<file path="src/design/pwsc_pkg.sv">
package pwsc_pkg;

  localparam int MAX_WIDTH_DEF   = 64;
  localparam int WEIGHT_BITS_DEF = 16;
  localparam int COUNT_BITS_DEF  = 32;

  localparam int LEN_BITS       = 7;
  localparam int SCORE_BITS     = 22;
  localparam int MAX_SCORE_BITS = 22;
  localparam int HITS_BITS      = 32;
  localparam int CMD_BITS       = 2;
  localparam int CHAR_BITS      = 8;
  localparam int POS_BITS       = 6;
  localparam int ROW_BITS       = 2;
  localparam int VALUE_BITS     = 16;
  localparam int CFG_IDX_BITS   = 2;
  localparam int CFG_DATA_BITS  = 22;

  localparam int SCORE_MAX = 2097151;
  localparam int SCORE_MIN = -2097152;

  localparam logic [CMD_BITS-1:0] CMD_LOAD = 2'd0;
  localparam logic [CMD_BITS-1:0] CMD_BASE = 2'd1;
  localparam logic [CMD_BITS-1:0] CMD_NEW  = 2'd2;

  localparam logic [CFG_IDX_BITS-1:0] CFG_WINDOW_LEN   = 2'd0;
  localparam logic [CFG_IDX_BITS-1:0] CFG_MAX_SCORE    = 2'd1;
  localparam logic [CFG_IDX_BITS-1:0] CFG_COUNT_SELECT = 2'd2;

  localparam logic [LEN_BITS-1:0]       WINDOW_LEN_RST = 7'd8;
  localparam logic [MAX_SCORE_BITS-1:0] MAX_SCORE_RST  = 22'd32768;

  localparam logic [CHAR_BITS-1:0] CHAR_A = 8'h41;
  localparam logic [CHAR_BITS-1:0] CHAR_G = 8'h47;
  localparam logic [CHAR_BITS-1:0] CHAR_C = 8'h43;
  localparam logic [CHAR_BITS-1:0] CHAR_T = 8'h54;
  localparam logic [CHAR_BITS-1:0] CHAR_N = 8'h4E;

  localparam logic [ROW_BITS-1:0] ROW_A = 2'd0;
  localparam logic [ROW_BITS-1:0] ROW_G = 2'd1;
  localparam logic [ROW_BITS-1:0] ROW_C = 2'd2;
  localparam logic [ROW_BITS-1:0] ROW_T = 2'd3;

  typedef struct packed {
    logic                ok;
    logic [ROW_BITS-1:0] code;
  } base_t;

  typedef struct packed {
    logic                shift;
    logic                code_ok;
    logic [ROW_BITS-1:0] code;
    logic [ROW_BITS-1:0] load_row;
  } cell_ctrl_t;

  function automatic base_t base_code(input logic [CHAR_BITS-1:0] ch);
    base_t b;
    b.ok   = 1'b1;
    b.code = ROW_A;
    unique case (ch)
      CHAR_A:  b.code = ROW_A;
      CHAR_G:  b.code = ROW_G;
      CHAR_C:  b.code = ROW_C;
      CHAR_T:  b.code = ROW_T;
      default: b.ok   = 1'b0;
    endcase
    return b;
  endfunction

endpackage

</file>
<file path="src/design/pwsc_eval.sv">
module pwsc_eval import pwsc_pkg::*; #(
  parameter int PART_BITS  = WEIGHT_BITS_DEF + 6,
  parameter int COUNT_BITS = COUNT_BITS_DEF
) (
  input  logic                         clk,
  input  logic                         rst_n,
  input  logic                         take,
  input  logic                         scored,
  input  logic signed [PART_BITS-1:0]  fwd_score,
  input  logic signed [PART_BITS-1:0]  rev_score,
  input  logic [MAX_SCORE_BITS-1:0]    max_score,
  input  logic                         count_select,
  output logic                         out_free,
  output logic                         out_valid,
  input  logic                         out_ready,
  output logic                         out_window_scored,
  output logic                         out_hit,
  output logic signed [SCORE_BITS-1:0] out_best_score,
  output logic [HITS_BITS-1:0]         out_control_hits,
  output logic [HITS_BITS-1:0]         out_test_hits
);

  localparam int EW = (PART_BITS > SCORE_BITS) ? PART_BITS : SCORE_BITS;
  localparam logic signed [EW-1:0] SAT_HI = EW'(SCORE_MAX);
  localparam logic signed [EW-1:0] SAT_LO = EW'(SCORE_MIN);

  logic signed [PART_BITS-1:0]  mx;
  logic signed [EW-1:0]         mx_ext;
  logic signed [SCORE_BITS-1:0] best;
  logic signed [SCORE_BITS+2:0] best_ext, best5, max4;
  logic                         hit_c;

  logic                         out_valid_r;
  logic                         scored_r, hit_r;
  logic signed [SCORE_BITS-1:0] best_r;
  logic [COUNT_BITS-1:0]        control_cnt_r, control_cnt_nxt;
  logic [COUNT_BITS-1:0]        test_cnt_r, test_cnt_nxt;

  always_comb begin
    mx     = (rev_score > fwd_score) ? rev_score : fwd_score;
    mx_ext = EW'(mx);
    if (mx_ext > SAT_HI) begin
      best = SCORE_BITS'(SCORE_MAX);
    end else if (mx_ext < SAT_LO) begin
      best = SCORE_BITS'(SCORE_MIN);
    end else begin
      best = SCORE_BITS'(mx_ext);
    end
    best_ext = (SCORE_BITS+3)'(best);
    best5    = (best_ext <<< 2) + best_ext;
    max4     = $signed((SCORE_BITS+3)'({max_score, 2'b00}));
    hit_c    = scored && (best5 >= max4);

    control_cnt_nxt = control_cnt_r;
    test_cnt_nxt    = test_cnt_r;
    if (take && hit_c) begin
      if (!count_select && control_cnt_r != '1) begin
        control_cnt_nxt = control_cnt_r + 1'b1;
      end
      if (count_select && test_cnt_r != '1) begin
        test_cnt_nxt = test_cnt_r + 1'b1;
      end
    end
  end

  always_ff @(posedge clk) begin
    if (!rst_n) begin
      out_valid_r   <= 1'b0;
      control_cnt_r <= '0;
      test_cnt_r    <= '0;
    end else begin
      control_cnt_r <= control_cnt_nxt;
      test_cnt_r    <= test_cnt_nxt;
      if (take) begin
        out_valid_r <= 1'b1;
      end else if (out_ready) begin
        out_valid_r <= 1'b0;
      end
    end
  end

  always_ff @(posedge clk) begin
    if (take) begin
      scored_r <= scored;
      hit_r    <= hit_c;
      best_r   <= scored ? best : '0;
    end
  end

  assign out_free          = !out_valid_r || out_ready;
  assign out_valid         = out_valid_r;
  assign out_window_scored = scored_r;
  assign out_hit           = hit_r;
  assign out_best_score    = best_r;
  assign out_control_hits  = HITS_BITS'(control_cnt_r);
  assign out_test_hits     = HITS_BITS'(test_cnt_r);

  a_unscored_quiet: assert property (@(posedge clk) disable iff (!rst_n)
    (out_valid_r && !scored_r) |-> (!hit_r && best_r == '0))
    else $error("unscored result carries hit or score");

  a_counts_hold: assert property (@(posedge clk) disable iff (!rst_n)
    (out_valid_r && !out_ready) |=> ($stable(control_cnt_r) && $stable(test_cnt_r)))
    else $error("counter moved while result waits");

  a_control_step: assert property (@(posedge clk) disable iff (!rst_n)
    (take && hit_c && !count_select && control_cnt_r != '1)
    |=> (control_cnt_r == $past(control_cnt_r) + 1'b1))
    else $error("control counter missed a hit");

endmodule

</file>
<file path="config.mk">
export PLATFORM = sky130hd
export DESIGN_NAME = pwsc_eval
export DESIGN_NICKNAME = d
export VERILOG_FILES = /design/src/design/pwsc_pkg.sv /design/src/design/pwsc_eval.sv
export SDC_FILE = /design/constraint.sdc
export NUM_CORES = 1
export LEC_CHECK = 0
export ABC_AREA = 0
export BUFFER_PORTS_ARGS = -buffer_cell sky130_fd_sc_hd__buf_4
export CORE_MARGIN = 5
export CORE_UTILIZATION = 54
export CTS_CLUSTER_DIAMETER = 120
export DETAILED_ROUTE_END_ITERATION = 12
export GPL_TIMING_DRIVEN = 0
export MAX_ROUTING_LAYER = met4
export PLACE_DENSITY = 0.86
export SETUP_SLACK_MARGIN = 0.3
export SLEW_MARGIN = 20
export SYNTH_ARGS = -nofsm -noshare
export SYNTH_HDL_FRONTEND = slang
export SYNTH_SLANG_ARGS = --single-unit
export TNS_END_PERCENT = 20
</file>
<file path="constraint.sdc">
create_clock -name clk -period 9.1 [get_ports clk]
set_clock_uncertainty 0.15 [all_clocks]
set_input_delay 0.455 -clock clk [delete_from_list [all_inputs] [get_ports clk]]
set_output_delay 0.455 -clock clk [all_outputs]
set_load 0.1 [all_outputs]
</file>
==> results.ini <==
[clock_tree]
cts_inserted_buffers = 9
cts-root-buf = clkbuf_16
clock_latency_ns = 0.33
clock-sinks = 89
h-tree-depth = 3
cts_tree = yes
cts.reportedPaths.clkPinSlew_ns = 0.06
clk_path_buf_depth = 2

[setup_path]
worstReg2RegStart = out_control_hits[3]
r2r_end = out_control_hits[10]
path_delay_family = compound AO/OA/AOI/OAI gates
crit_fanout = 10
crit_top_cell = a21oi_1
rr_worst_depth = 11
path_buf_inv = 6
reg2reg_slack_ns = 5.53
startpoint_type = input port
critPathCaptureType = flop
crit_slowest_cell = o311ai_0
max_stage_delay_ns = 0.66
arrival_ns = 8.34
path_class = in -> reg
crit_required_ns = 9.17
cp.depth = 34

[floorplan]
dieWidth_um = 119
core_mm2 = 0.0115
dieArea_mm2 = 0.0142
fp.dieH_um = 119
io-pin-count = 162
rows = 39
start_util_pct = 55.7

[detailed_routing]
num_vias = 6361
final_antenna_net_count = 0
wl_per_cell_um = 15.9
vias_per_cell = 5.78
dr.pass1.iters = 5
drt_iter0_drc = 606
wl_um = 17500
drc = 0

[run_status]
status = finished clean

[grt]
grt_pass1_vias = 6163
grt_usage_pct = 25.2
grt_pass1_wl_um = 29100
antenna_found_initial = 0
grt_max_degree = 28
grt_overflow = 0

[synth]
synth_edf_count = 24
syn_area_mm2 = 0.00642
synth_nets = 922
synth_cell_types = 60
synthFlopType = dfxtp_1
ys_seq_area_share_pct = 31.5
synth-seq-cells = 89
synthCells = 782
synth_async_sr_flop_share_pct = 0
ys.warnings.count = 0
avgSynthCellArea_um2 = 8.21

[place]
gp_congestion = 0.955
place_hpwl_um = 13900
port_buffers = 160
detailedPlace.worstSlack_ns = -0.0431

[power_and_ir_drop]
leakagePower_nw = 3.78
finalPower_mw = 1.42
vdd_drop_max_mv = 0.105
swShare_pct = 37.9
combPwrFrac_pct = 42.5
switching_power_mw = 0.538
powerDensity_mw_per_mm2 = 175
p_int_mw = 0.883
seqPwrFrac_pct = 30.1
p_clk_share_pct = 27.4

[cells_and_area]
nets = 1093
fillCellCount = 957
multiInputGateArea_mm2 = 0.00403
drive_gt1_share_pct = 20.7
diodes = 0
areaGrowthSynthToFinish_pct = 26.8
seq_area_mm2 = 0.00202

[sta]
drv_slew = 0
fmax_mhz = 121
min_period_ns = 8.27
period_share_pct = 90.8
hold_viol = 0
worst_pin_slew_ns = 0.708
setup_viol = 0
rsz0062_at_grt = false
max-slew-margin-rel_pct = 52.2
setup_slack_ns = 0.833

[min_path]
min_from = scored
worstHoldPathCells = 1
hold_path_end = out_window_scored
hold_path.class = in -> reg

[flow_run]
cap_viol_max_count = 0

[registers in the layout, summed over array words and instances (netlist names)]
signal	flops
out_control_hits	32
out_test_hits	32
out_best_score	22
out_hit	1
out_valid	1
out_window_scored	1
[what timing repair did]
| action | in CTS | in global routing |
|---|---|---|
| gates resized for setup | 1 | 13 |
| hold buffers | 0 | 0 |
| setup endpoints to repair | 1 | 64 |
| buffers inserted | 0 | 0 |
[cells in the mapped netlist, types with 9 or more instances]
cell type | count | area [um2]
or3_1 | 10 | 62.6
inv_1 | 70 | 263
dfxtp_1 | 65 | 1300
nor2_1 | 45 | 169
edfxtp_1 | 24 | 721
nand3_1 | 33 | 165
nand2_1 | 79 | 297
a21o_1 | 11 | 82.6
xor2_1 | 11 | 96.3
nand2b_1 | 24 | 150
xnor2_1 | 30 | 263
mux2i_1 | 22 | 220
clkbuf_1 | 22 | 82.6
and3_1 | 20 | 125
o21ai_0 | 47 | 235
nor3_1 | 14 | 70.1
and2_1 | 26 | 163
or4_1 | 11 | 82.6
ha_1 | 67 | 838
a21oi_1 | 42 | 210
nand4_1 | 20 | 125
nor4_1 | 9 | 56.3
[cell families (layout without fill, tap and decap cells)]
family,after synthesis,in the layout,synth area share [%]
adder cells (fa/ha/maj),68,68,13.4
buffers and inverters,99,275,5.98
flip-flops,89,89,31.5
AND/OR/NAND/NOR,310,310,25.0
AO/OA/AOI/OAI,152,152,14.9
XOR/XNOR,41,41,5.59
multiplexers,23,23,3.61
[area by class of cell]
class / count / share of cell area, %
multi-input cells: 594 / 49.5
flip-flops and latches: 89 / 24.8
repair buffers: 160 / 14.8
inverters: 71 / 3.27
clock buffers: 11 / 3.12
well taps: 143 / 2.20
plain buffers: 28 / 1.54
clock inverters: 5 / 0.723
[power groups by stage]
stage                     logic (mW)  registers, mW  clock network [mW]
final                          0.605          0.427               0.390
after global routing           0.667          0.429               0.411
after CTS                      0.594          0.427               0.395
after detailed placement       0.591          0.436                   0
after global placement         0.578          0.436                   0
after floorplan                0.351          0.527                   0
[stage by stage]
step / hold WS (ns) / std cells / TNS [ns] / instance area (um2) / utilization, %
after floorplan: 0.404 / 782 / 0 / 6420 / -
after global placement: 0.321 / 1085 / 0 / 7800 / 67.7
after detailed placement: 0.336 / 1085 / -0.130 / 7800 / 67.7
after CTS: 0.198 / 1101 / 0 / 8110 / 70.5
after global routing: 0.202 / 1101 / 0 / 8140 / 70.7
final: 0.210 / 1101 / 0 / 8140 / 70.7
[how the worst max path moves through the flow]
stage | slack [ns] | endpoint | startpoint
after floorplan | 1.85 | out_test_hits[25] | fwd_score[21]
after global placement | 0.08 | out_test_hits[13] | fwd_score[21]
after detailed placement | -0.04 | out_test_hits[13] | fwd_score[21]
after CTS | 0.47 | out_test_hits[13] | fwd_score[21]
after global routing | 0.31 | out_control_hits[31] | fwd_score[21]
final | 0.83 | out_control_hits[31] | fwd_score[21]
[placed cells by master (no fill, tap or decap), types with 4 or more instances in the layout]
master	count
inv_1	70
a21o_1	11
nor4_1	9
and2_1	26
buf_4	160
o21bai_1	7
edfxtp_1	24
xor2_1	11
a211oi_1	4
clkbuf_16	10
dfxtp_1	65
clkbuf_1	19
nand2b_1	24
mux2i_1	21
and4_1	5
nand3_1	33
ha_1	67
nand2_1	79
or4_1	11
buf_2	4
xnor2_1	30
o21ai_0	46
or3_1	10
o21a_1	4
nand4_1	20
nor2_1	45
a21oi_1	42
nor2b_1	6
and3_1	20
nor3_1	14
o31ai_1	8
[metal layers]
layer  GRT usage (%)  share of wire (%)  up-vias
met5               -                  0        -
met4            9.49                2.4        0
met3            3.60                6.4       34
met2            41.9                 49      251
met1            31.2                 43     2942
li1                -                  -     3134
No activity file was read; power rests on OpenSTA's default activity.
