**src/design/pwsc_pkg.sv**
```systemverilog
package pwsc_pkg;

  localparam int MAX_WIDTH_DEF   = 64;
  localparam int WEIGHT_BITS_DEF = 16;
  localparam int COUNT_BITS_DEF  = 32;

  localparam int LEN_BITS       = 7;
  localparam int SCORE_BITS     = 22;
  localparam int MAX_SCORE_BITS = 22;
  localparam int HITS_BITS      = 32;
  localparam int CMD_BITS       = 2;
  localparam int CHAR_BITS      = 8;
  localparam int POS_BITS       = 6;
  localparam int ROW_BITS       = 2;
  localparam int VALUE_BITS     = 16;
  localparam int CFG_IDX_BITS   = 2;
  localparam int CFG_DATA_BITS  = 22;

  localparam int SCORE_MAX = 2097151;
  localparam int SCORE_MIN = -2097152;

  localparam logic [CMD_BITS-1:0] CMD_LOAD = 2'd0;
  localparam logic [CMD_BITS-1:0] CMD_BASE = 2'd1;
  localparam logic [CMD_BITS-1:0] CMD_NEW  = 2'd2;

  localparam logic [CFG_IDX_BITS-1:0] CFG_WINDOW_LEN   = 2'd0;
  localparam logic [CFG_IDX_BITS-1:0] CFG_MAX_SCORE    = 2'd1;
  localparam logic [CFG_IDX_BITS-1:0] CFG_COUNT_SELECT = 2'd2;

  localparam logic [LEN_BITS-1:0]       WINDOW_LEN_RST = 7'd8;
  localparam logic [MAX_SCORE_BITS-1:0] MAX_SCORE_RST  = 22'd32768;

  localparam logic [CHAR_BITS-1:0] CHAR_A = 8'h41;
  localparam logic [CHAR_BITS-1:0] CHAR_G = 8'h47;
  localparam logic [CHAR_BITS-1:0] CHAR_C = 8'h43;
  localparam logic [CHAR_BITS-1:0] CHAR_T = 8'h54;
  localparam logic [CHAR_BITS-1:0] CHAR_N = 8'h4E;

  localparam logic [ROW_BITS-1:0] ROW_A = 2'd0;
  localparam logic [ROW_BITS-1:0] ROW_G = 2'd1;
  localparam logic [ROW_BITS-1:0] ROW_C = 2'd2;
  localparam logic [ROW_BITS-1:0] ROW_T = 2'd3;

  typedef struct packed {
    logic                ok;
    logic [ROW_BITS-1:0] code;
  } base_t;

  typedef struct packed {
    logic                shift;
    logic                code_ok;
    logic [ROW_BITS-1:0] code;
    logic [ROW_BITS-1:0] load_row;
  } cell_ctrl_t;

  function automatic base_t base_code(input logic [CHAR_BITS-1:0] ch);
    base_t b;
    b.ok   = 1'b1;
    b.code = ROW_A;
    unique case (ch)
      CHAR_A:  b.code = ROW_A;
      CHAR_G:  b.code = ROW_G;
      CHAR_C:  b.code = ROW_C;
      CHAR_T:  b.code = ROW_T;
      default: b.ok   = 1'b0;
    endcase
    return b;
  endfunction

endpackage

```
**src/design/pwsc_cell.sv**
```systemverilog
module pwsc_cell import pwsc_pkg::*; #(
  parameter int WEIGHT_BITS = WEIGHT_BITS_DEF,
  parameter int PART_BITS   = WEIGHT_BITS_DEF + 6
) (
  input  logic                          clk,
  input  cell_ctrl_t                    ctrl,
  input  logic                          load_en,
  input  logic signed [WEIGHT_BITS-1:0] load_value,
  input  logic signed [PART_BITS-1:0]   fwd_in,
  input  logic signed [PART_BITS-1:0]   rev_in,
  output logic signed [PART_BITS-1:0]   fwd_out,
  output logic signed [PART_BITS-1:0]   rev_out
);

  logic signed [WEIGHT_BITS-1:0] w_a_r, w_g_r, w_c_r, w_t_r;
  logic signed [WEIGHT_BITS-1:0] wf, wr;
  logic signed [PART_BITS-1:0]   add_f, add_r;
  logic signed [PART_BITS-1:0]   fwd_r, rev_r, fwd_nxt, rev_nxt;

  // reverse strand uses the complement row
  always_comb begin
    case (ctrl.code)
      ROW_A:   begin wf = w_a_r; wr = w_t_r; end
      ROW_G:   begin wf = w_g_r; wr = w_c_r; end
      ROW_C:   begin wf = w_c_r; wr = w_g_r; end
      default: begin wf = w_t_r; wr = w_a_r; end
    endcase
    add_f   = ctrl.code_ok ? PART_BITS'(wf) : '0;
    add_r   = ctrl.code_ok ? PART_BITS'(wr) : '0;
    fwd_nxt = fwd_in + add_f;
    rev_nxt = rev_in + add_r;
  end

  always_ff @(posedge clk) begin
    if (load_en) begin
      case (ctrl.load_row)
        ROW_A:   w_a_r <= load_value;
        ROW_G:   w_g_r <= load_value;
        ROW_C:   w_c_r <= load_value;
        default: w_t_r <= load_value;
      endcase
    end
    if (ctrl.shift) begin
      fwd_r <= fwd_nxt;
      rev_r <= rev_nxt;
    end
  end

  assign fwd_out = fwd_r;
  assign rev_out = rev_r;

endmodule

```
**config.mk**
```make
export PLATFORM = sky130hd
export DESIGN_NAME = pwsc_cell
export DESIGN_NICKNAME = d
export VERILOG_FILES = /design/src/design/pwsc_pkg.sv /design/src/design/pwsc_cell.sv
export SDC_FILE = /design/constraint.sdc
export NUM_CORES = 1
export LEC_CHECK = 0
export BUFFER_PORTS_ARGS = -buffer_cell sky130_fd_sc_hd__buf_2
export CELL_PAD_IN_SITES_DETAIL_PLACEMENT = 2
export CELL_PAD_IN_SITES_GLOBAL_PLACEMENT = 2
export CORE_AREA = 2 2 127 129
export CTS_CLUSTER_DIAMETER = 30
export DETAILED_ROUTE_END_ITERATION = 7
export DIE_AREA = 0 0 129 131
export MAX_ROUTING_LAYER = met4
export PLACE_DENSITY_LB_ADDON = 0.1
export SKIP_CTS_REPAIR_TIMING = 1
export SYNTH_ARGS = -nofsm -noshare
export SYNTH_HDL_FRONTEND = slang
export SYNTH_SLANG_ARGS = --single-unit
```
**constraint.sdc**
```tcl
create_clock -name clk -period 9.51 [get_ports clk]
set_input_delay 1.902 -clock clk [delete_from_list [all_inputs] [get_ports clk]]
set_output_delay 1.902 -clock clk [all_outputs]
set_load 0.005 [all_outputs]
```
==> impl_metrics.env, run 1 <==
export IMPL_numPortBuffers=111
export IMPL_drcViolationCount=0
export IMPL_clock_skew_ps=6.42
export IMPL_wl_per_cell_um=19.5
export IMPL_setup_violations_final=0
export IMPL_viasPerCell=5.36
export IMPL_tightest_slew_ps=1050
export IMPL_cts_sinks=108
export IMPL_slew_viol_final=0
export IMPL_synthTopCellsByCount="108 x edfxtp_1, 42 x ha_1, 30 x a21oi_1, 30 x and2_1, 30 x mux4_2"
export IMPL_finalCriticalPeriod_ps=5120
export IMPL_avgSynthCellArea_um2=13.3
export IMPL_grt_pass1_vias=4672
export IMPL_worstHoldPathType="flip-flop to flip-flop"
export IMPL_dp_final_hpwl_mm=12.2
export IMPL_multiInputGateArea_um2=2980
export IMPL_max_cap_violations=0
export IMPL_yosysTopAreaCell="edfxtp_1"
export IMPL_htreeDepth=3
export IMPL_synthTopCellsByArea="edfxtp_1 51%, mux4_2 11%, ha_1 8.3%"
export IMPL_totalWireLength_mm=15.8
export IMPL_cts_tree="yes"
export IMPL_gr_total_overflow=0
export IMPL_cp_start_kind="primary input"
export IMPL_antenna_found_initial=0
export IMPL_dp_slack_ps=3940
export IMPL_seq_area_um2=3240
export IMPL_synth_most_common_cell="edfxtp_1"
export IMPL_core_um2=15600
export IMPL_place_congestion=0.858
export IMPL_fmax_mhz=195
export IMPL_end_kind="flip-flop"
export IMPL_nNetsFinal=699
export IMPL_ys_flop_type="edfxtp_1"
export IMPL_path_class="primary input to flip-flop"
export IMPL_vdd_drop_max_v=0.000111
export IMPL_ys_seq_area_share_pct=51.0
export IMPL_synth_cells=478
export IMPL_drive_gt1_share_pct=30.1
export IMPL_fillers=1515
export IMPL_vias=4327
export IMPL_die_w_um=129
export IMPL_clkSlewWorstSetupHoldPaths_ps=70
export IMPL_rsz0062_at_grt="no"
export IMPL_final_area_um2=7430
export IMPL_fin_tns_setup_ps=0
export IMPL_cp_max_fo=34
export IMPL_dieArea_um2=16900
export IMPL_grt_pass1_wl_mm=24.6
export IMPL_boundaryPins=112
export IMPL_grt_usage_pct=19.8
export IMPL_dr_first_iter_drc_count=199
export IMPL_cts_root_buf="clkbuf_16"
export IMPL_place_area_um2=7130
export IMPL_cts_buffers=9
export IMPL_clock_path_buffers=2
export IMPL_ant_nets=0
export IMPL_max_slew_margin_rel_pct=29.9
export IMPL_n_antenna_cell=0
export IMPL_syn_nets=590
export IMPL_dieHeight_um=131
export IMPL_rows=46
export IMPL_total_leakage_power_nw=3.00
export IMPL_synth_warnings=0
export IMPL_power_density_nw_per_um2=169
export IMPL_synthArstFlopShare_pct=0
export IMPL_synthesis_area_um2=6360
export IMPL_dr_pass1_iters=4
export IMPL_r2r_setup_slack_ps=6330
export IMPL_synth_distinct_cells=57
export IMPL_setup_slack_ps=4390
export IMPL_initial_core_util_pct=40.8
export IMPL_crit_arrival_ps=5230
export IMPL_required_ps=9610
export IMPL_fin_crit_sh_pct=53.9
export IMPL_outcome="finished, final reports clean"
export IMPL_hold_violations=0
export IMPL_ys_ff_latch=108
export IMPL_grt_max_degree=45
export IMPL_netlist_area_leader_share_pct=51.0
export IMPL_area_growth_pct=16.8
export IMPL_synth_edf_count=108
export IMPL_worstSkewPairLatency_ps=350
## path summary, 6_finish.rpt
path	start	cells after the start	to
worst min-delay path	w_g_r[0]$_DFFE_PP_	3	fwd_out[0]$_DFFE_PP_
worst max-delay path	ctrl[2]	13	rev_out[20]$_DFFE_PP_
worst min register to register	w_g_r[0]$_DFFE_PP_	3	fwd_out[0]$_DFFE_PP_
worst max register to register	w_t_r[0]$_DFFE_PP_	12	rev_out[20]$_DFFE_PP_
## where the power goes
part	switching, W	internal [W]
logic	0.000152	0.000127
clock network	0.000177	0.000207
registers	0.0000138	0.000579
## registers in the layout, summed over array words and instances (netlist names)
register	count
w_a_r	16
fwd_out	22
rev_out	22
w_g_r	16
w_c_r	16
w_t_r	16
## cell usage in the layout (no fill, tap or decap), types with 8 or more instances in the layout
cell type	netlist	layout
buf_2	8	111
edfxtp_1	108	108
ha_1	42	42
mux4_2	30	30
and2_1	30	30
a21oi_1	30	30
nand2_1	27	27
xnor2_1	27	27
inv_1	21	21
a21o_1	18	18
nor2_1	16	15
clkbuf_16	0	9
o21ai_1	8	8
o21ai_0	8	8
xor2_1	8	8
## per-stage QoR
stage	utilization [%]	total power, W	hold slack (ps)	cells
global route	47.7	0.00131	955	807
CTS	47.7	0.00127	929	807
floorplan	-	0.000783	844	478
finish	47.7	0.00126	922	807
detailed placement	45.7	0.000886	909	792
global placement	45.7	0.000874	911	792
## per-layer routing
metal | GRT usage (%) | wire [um]
met1 | 24.6 | 7180
met2 | 34.5 | 8020
met3 | 2.73 | 380
met4 | 5.05 | 180
met5 | - | 0
## kinds of logic (layout without fill, tap and decap cells)
group,count (synthesis),in the layout,synth area share [%]
buffers and inverters,35,148,2.36
flip-flops,108,108,51.0
AND/OR/NAND/NOR,103,103,8.43
multiplexers,34,34,11.3
adder cells (fa/ha/maj),44,44,8.89
XOR/XNOR,35,35,4.82
AO/OA/AOI/OAI,119,119,13.3
## worst max-delay path, cell delays in order
cell and delay, ps:
buf_2 670, mux4_2 600, and2_1 170, ha_1 190, inv_1 80, fa_1 220, and2b_1 220, o211ai_2 160
a31oi_1 140, a31o_2 310, a31oi_2 310, o21ai_1 110, xor2_1 150
## final cells by class
cell class / count / share of cell area [%]
sequential: 108 / 43.6
multi-input combinational: 335 / 40.1
timing repair buffer: 112 / 7.57
tap: 216 / 3.64
clock buffer: 9 / 3.03
inverter: 21 / 1.06
clock inverter: 6 / 0.993
Power figures use the tool's default switching activity.
==> inputs of run 2 (changes only) <==
--- a/config.mk
+++ b/config.mk
@@ -8,10 +8,10 @@
 export BUFFER_PORTS_ARGS = -buffer_cell sky130_fd_sc_hd__buf_2
 export CELL_PAD_IN_SITES_DETAIL_PLACEMENT = 2
 export CELL_PAD_IN_SITES_GLOBAL_PLACEMENT = 2
-export CORE_AREA = 2 2 127 129
+export CORE_AREA = 2 2 131 133
 export CTS_CLUSTER_DIAMETER = 30
 export DETAILED_ROUTE_END_ITERATION = 7
-export DIE_AREA = 0 0 129 131
+export DIE_AREA = 0 0 133 135
 export MAX_ROUTING_LAYER = met4
 export PLACE_DENSITY_LB_ADDON = 0.1
 export SKIP_CTS_REPAIR_TIMING = 1
==> constraint.sdc (replaced) <==
create_clock -name clk -period 5.3 [get_ports clk]
set_input_delay 1.06 -clock clk [delete_from_list [all_inputs] [get_ports clk]]
set_output_delay 1.06 -clock clk [all_outputs]
set_load 0.005 [all_outputs]
==> run 2 against run 1 <==
Effect of this change: critical path depth decreased by 1; worst setup slack got worse by 3200 ps; cell area is 0.57% higher; combinational power rose by 80%; first-iteration DRC count down 14%; cell count rose by 0.87%; clock power is 92% higher; sequential power grew 80%; wire length up 2.9%; non-clock buffer count up 2; highest routed layer unchanged.
==> impl_metrics.env, run 2 (same netlist as run 1, synthesis figures left out) <==
export IMPL_outcome="finished, final reports clean"
export IMPL_worstHoldPathType="flip-flop to flip-flop"
export IMPL_dp_final_hpwl_mm=12.8
export IMPL_instances_no_fill=814
export IMPL_die_w_um=133
export IMPL_min_path_cells=3
export IMPL_cp_start_kind="primary input"
export IMPL_cp_max_fo=20
export IMPL_worstSkewPairLatency_ps=360
export IMPL_antenna_found_initial=0
export IMPL_numPlacedInstances=798
export IMPL_place_congestion=0.835
export IMPL_dieArea_um2=18000
export IMPL_setup_slack_ps=1140
export IMPL_tightest_slew_ps=1060
export IMPL_clkSlewWorstSetupHoldPaths_ps=80
export IMPL_cts_buffers=9
export IMPL_htreeDepth=3
export IMPL_swShare_pct=26.9
export IMPL_vdd_drop_max_v=0.000283
export IMPL_seqPwrFrac_pct=46.3
export IMPL_dp_slack_ps=762
export IMPL_cts_sinks=108
export IMPL_max_cap_violations=0
export IMPL_clock_path_buffers=2
export IMPL_setup_violations_final=0
export IMPL_fillers=1634
export IMPL_grt_pass1_vias=4748
export IMPL_clockPowerShare_pct=32.0
export IMPL_reg2reg_depth=12
export IMPL_drive_gt1_share_pct=30.3
export IMPL_most_common_layout_cells="111 x buf_2, 108 x edfxtp_1, 42 x ha_1"
export IMPL_final_common_cell="buf_2"
export IMPL_dieHeight_um=135
export IMPL_cts_tree="yes"
export IMPL_initial_core_util_pct=38.8
export IMPL_crit_start="ctrl[2]"
export IMPL_fin_crit_sh_pct=78.5
export IMPL_path_class="primary input to flip-flop"
export IMPL_fmax_mhz=240
export IMPL_gr_total_overflow=0
export IMPL_multiInputGateArea_um2=2980
export IMPL_rsz0062_at_grt="no"
export IMPL_nNetsFinal=701
export IMPL_dr_first_iter_drc_count=172
export IMPL_wl_per_cell_um=19.9
export IMPL_intPower_w=0.00169
export IMPL_total_leakage_power_nw=3.02
export IMPL_slew_viol_final=0
export IMPL_clock_skew_ps=13.9
export IMPL_p_sw_w=0.000620
export IMPL_finalCriticalPeriod_ps=4160
export IMPL_viasPerCell=5.37
export IMPL_vias=4372
export IMPL_utilization_pct=45.6
export IMPL_grt_max_degree=45
export IMPL_worst_hold_startpoint="w_a_r[0]$_DFFE_PP_"
export IMPL_max_slew_margin_rel_pct=29.2
export IMPL_p_comb_share_pct=21.8
export IMPL_ant_nets=0
export IMPL_cts_root_buf="clkbuf_16"
export IMPL_required_ps=5390
export IMPL_fin_tns_setup_ps=0
export IMPL_seq_area_um2=3240
export IMPL_hold_violations=0
export IMPL_grt_usage_pct=19.1
export IMPL_area_growth_pct=17.5
export IMPL_drcViolationCount=0
export IMPL_core_um2=16400
export IMPL_rows=47
export IMPL_power_density_nw_per_um2=308
export IMPL_n_antenna_cell=0
export IMPL_end_kind="flip-flop"
export IMPL_totalWireLength_mm=16.2
export IMPL_grt_pass1_wl_mm=25.3
export IMPL_numPortBuffers=111
export IMPL_dr_pass1_iters=4
export IMPL_crit_arrival_ps=4240
export IMPL_boundaryPins=112
export IMPL_r2r_start="w_t_r[0]$_DFFE_PP_"
==> run 2: cell count changes in the layout (fill, tap and decap cells not counted) <==
cell and delta:
clkinv_1 +1, bufinv_16 +1, buf_4 +2, clkinv_4 -1, inv_8 -1, inv_6 +1
==> run 2: final cells by class <==
cell class	instances	share of cell area [%]
flip-flops and latches	108	43.4
well taps	220	3.68
inverters	21	1.05
multi-input cells	335	39.8
clock inverters	7	1.29
clock buffers	9	3.01
repair buffers	114	7.73
==> run 2: worst paths after layout <==
check | to | slack [ps]
max | rev_out[21]$_DFFE_PP_ | 1140
min | rev_out[0]$_DFFE_PP_ | 910
max reg2reg | rev_out[20]$_DFFE_PP_ | 2080
min reg2reg | rev_out[0]$_DFFE_PP_ | 910
==> run 2: critical path, stage by stage <==
cell	delay, ps
buf_2	420
buf_4	350
mux4_2	520
and2_1	170
ha_1	350
a21oi_1	160
o21ai_0	150
a21oi_1	260
a31oi_2	150
o31a_1	290
nor4_1	250
a311oi_1	100
==> run 2: per-layer routing <==
metal  track usage (%)  part of all wire (%)
met2              33.5                    52
met4              5.02                   1.2
met3              2.67                   3.7
met5                 -                     0
met1              23.4                    43
==> run 2: stage by stage <==
step,area (um2),power (W),hold WS (ps)
floorplan,6360,0.00140,844
global placement,7150,0.00157,894
detailed placement,7150,0.00159,920
CTS,7480,0.00233,907
global route,7480,0.00241,915
finish,7480,0.00231,913
==> run 2: power by group through the flow <==
| stage | registers (W) | logic [W] | clock network [W] |
|---|---|---|---|
| 5_1_grt | 0.00107 | 0.000559 | 0.000781 |
| 3_3_place_gp | 0.00108 | 0.000488 | 0 |
| 6_report | 0.00107 | 0.000502 | 0.000737 |
| 3_5_place_dp | 0.00109 | 0.000507 | 0 |
| 4_1_cts | 0.00107 | 0.000510 | 0.000757 |
| 2_1_floorplan | 0.00108 | 0.000320 | 0 |
==> inputs of run 3 (changes only) <==
--- a/config.mk
+++ b/config.mk
@@ -8,10 +8,10 @@
 export BUFFER_PORTS_ARGS = -buffer_cell sky130_fd_sc_hd__buf_2
 export CELL_PAD_IN_SITES_DETAIL_PLACEMENT = 2
 export CELL_PAD_IN_SITES_GLOBAL_PLACEMENT = 2
-export CORE_AREA = 2 2 131 133
+export CORE_AREA = 2 2 138 140
 export CTS_CLUSTER_DIAMETER = 30
 export DETAILED_ROUTE_END_ITERATION = 7
-export DIE_AREA = 0 0 133 135
+export DIE_AREA = 0 0 140 142
 export MAX_ROUTING_LAYER = met4
 export PLACE_DENSITY_LB_ADDON = 0.1
 export SKIP_CTS_REPAIR_TIMING = 1
==> constraint.sdc (replaced) <==
create_clock -name clk -period 3.65 [get_ports clk]
set_input_delay 0.73 -clock clk [delete_from_list [all_inputs] [get_ports clk]]
set_output_delay 0.73 -clock clk [all_outputs]
set_load 0.005 [all_outputs]
==> run 3 against run 2 <==
Effect of this change: highest routed layer unchanged; wire length increased by 8.9%; sequential power increased by 45%; global-route usage decreased by 0.30 points; critical endpoint unchanged; clock-buffer cell count unchanged; the flow now finishes with violations (design-rule violations); core utilization decreased by 2.5 points; critical path type unchanged; sequential cell count unchanged; via count increased by 5.0%.
==> impl_metrics.env, run 3 (same netlist as run 1, synthesis figures left out) <==
export IMPL_totalWireLength_mm=17.7
export IMPL_max_cap_violations=0
export IMPL_crit_arrival_ps=3580
export IMPL_dp_final_hpwl_mm=14.1
export IMPL_setup_violations_final=0
export IMPL_hold_violations=0
export IMPL_violations="design-rule violations"
export IMPL_worst_hold_startpoint="load_value[10]"
export IMPL_max_slew_margin_rel_pct=29.4
export IMPL_dr_first_iter_drc_count=187
export IMPL_tightest_slew_ps=1060
export IMPL_cts_tree="yes"
export IMPL_area_growth_pct=25.0
export IMPL_ant_nets=0
export IMPL_instances_no_fill=889
export IMPL_place_congestion=0.912
export IMPL_r2r_end="rev_out[20]$_DFFE_PP_"
export IMPL_required_ps=3820
export IMPL_cp_start_kind="primary input"
export IMPL_end_kind="flip-flop"
export IMPL_top_usage_layer="met2"
export IMPL_drcViolationCount=4
export IMPL_worstSkewPairLatency_ps=360
export IMPL_fin_tns_setup_ps=0
export IMPL_use_met2_pct=33.3
export IMPL_drive_gt1_share_pct=36.9
export IMPL_cp_max_fo=23
export IMPL_min_path_cells=1
export IMPL_dp_slack_ps=-164
export IMPL_antenna_found_initial=0
export IMPL_most_common_layout_cells="111 x buf_2, 108 x edfxtp_1, 61 x buf_4"
export IMPL_final_area_um2=7960
export IMPL_cts_buffers=9
export IMPL_numPortBuffers=111
export IMPL_core_um2=18500
export IMPL_worstHoldPathType="primary input to flip-flop"
export IMPL_clock_skew_ps=15.3
export IMPL_cts_sinks=108
export IMPL_dieArea_um2=19900
export IMPL_fillers=1869
export IMPL_fin_crit_sh_pct=93.4
export IMPL_wl_per_cell_um=19.9
export IMPL_r2r_setup_slack_ps=460
export IMPL_numPlacedInstances=873
export IMPL_grt_met3_usage_pct=2.25
export IMPL_gr_total_overflow=0
export IMPL_n_antenna_cell=0
export IMPL_viasPerCell=5.16
export IMPL_cts_root_buf="clkbuf_16"
export IMPL_slew_viol_final=0
export IMPL_rsz0062_at_grt="no"
export IMPL_vdd_drop_max_v=0.000207
export IMPL_r2r_start="w_a_r[0]$_DFFE_PP_"
export IMPL_rows=50
export IMPL_power_density_nw_per_um2=422
export IMPL_total_leakage_power_nw=3.31
export IMPL_final_common_cell="buf_2"
export IMPL_die_w_um=140
export IMPL_min_to="w_g_r[10]$_DFFE_PP_"
export IMPL_place_area_um2=7670
export IMPL_grt_usage_pct=18.8
export IMPL_finalCriticalPeriod_ps=3410
export IMPL_dieHeight_um=142
export IMPL_clkSlewWorstSetupHoldPaths_ps=90
export IMPL_grt_max_degree=45
export IMPL_setup_slack_ps=242
export IMPL_nNetsFinal=762
export IMPL_reg2reg_depth=12
export IMPL_path_class="primary input to flip-flop"
export IMPL_outcome="finished, violations left"
export IMPL_initial_core_util_pct=34.5
export IMPL_dr_pass1_iters=8
export IMPL_boundaryPins=112
export IMPL_vias=4591
export IMPL_htreeDepth=3
export IMPL_met1_usage_pct=22.8
export IMPL_grt_pass1_wl_mm=27.9
export IMPL_crit_start="ctrl[2]"
export IMPL_fmax_mhz=293
export IMPL_grt_pass1_vias=5120
export IMPL_clock_path_buffers=2
## run 3: cell types whose count changed in the layout (fill, tap and decap cells not counted), sizes merged
cell      before  now
bufinv         2    0
clkinvlp       0    2
buf          114  175
## run 3: cell type report
type                            instances  area [um2]  area share [%]
Sequential cell                       108        3240            40.8
Clock buffer                            9         225            2.83
Multi-Input combinational cell        335        2980            37.5
Clock inverter                          7        60.1           0.755
Inverter                               21        78.8           0.991
Timing Repair Buffer                  175        1070            13.5
Tap cell                              234         293            3.68
## run 3: critical path, cell delays in order
cell,delay [ps]
buf_2,130
buf_12,190
buf_4,160
mux4_2,480
and2_1,190
ha_1,340
a21oi_1,190
o21ai_1,80
a21oi_1,220
a31oi_2,150
o31a_1,280
buf_4,140
a311oi_1,270
## run 3: worst max path at each step
stage	end	slack, ps
3_3_place_gp	fwd_out[19]$_DFFE_PP_	-50
2_1_floorplan	rev_out[20]$_DFFE_PP_	30
3_5_place_dp	fwd_out[19]$_DFFE_PP_	-160
6_report	rev_out[21]$_DFFE_PP_	240
4_1_cts	fwd_out[19]$_DFFE_PP_	210
5_1_grt	rev_out[20]$_DFFE_PP_	80
## run 3: through the flow
step	total power (W)	util, %	hold slack (ps)
finish	0.00335	43.1	589
global route	0.00353	43.1	583
CTS	0.00340	43.1	580
detailed placement	0.00242	41.6	907
global placement	0.00238	41.6	872
floorplan	0.00204	-	829
## run 3: where the power goes
group / switching (W) / total [W] / internal (W)
registers: 0.0000363 / 0.00155 / 0.00151
clock network: 0.000494 / 0.000969 / 0.000475
logic: 0.000429 / 0.000839 / 0.000410
total: 0.000960 / 0.00335 / 0.00239
## run 3: layer usage
metal  up-vias  routed length (um)
li1       2203                   -
met1      2289                7730
met2        85                9180
met3        14                 449
met4         0                 293
met5         -                   0
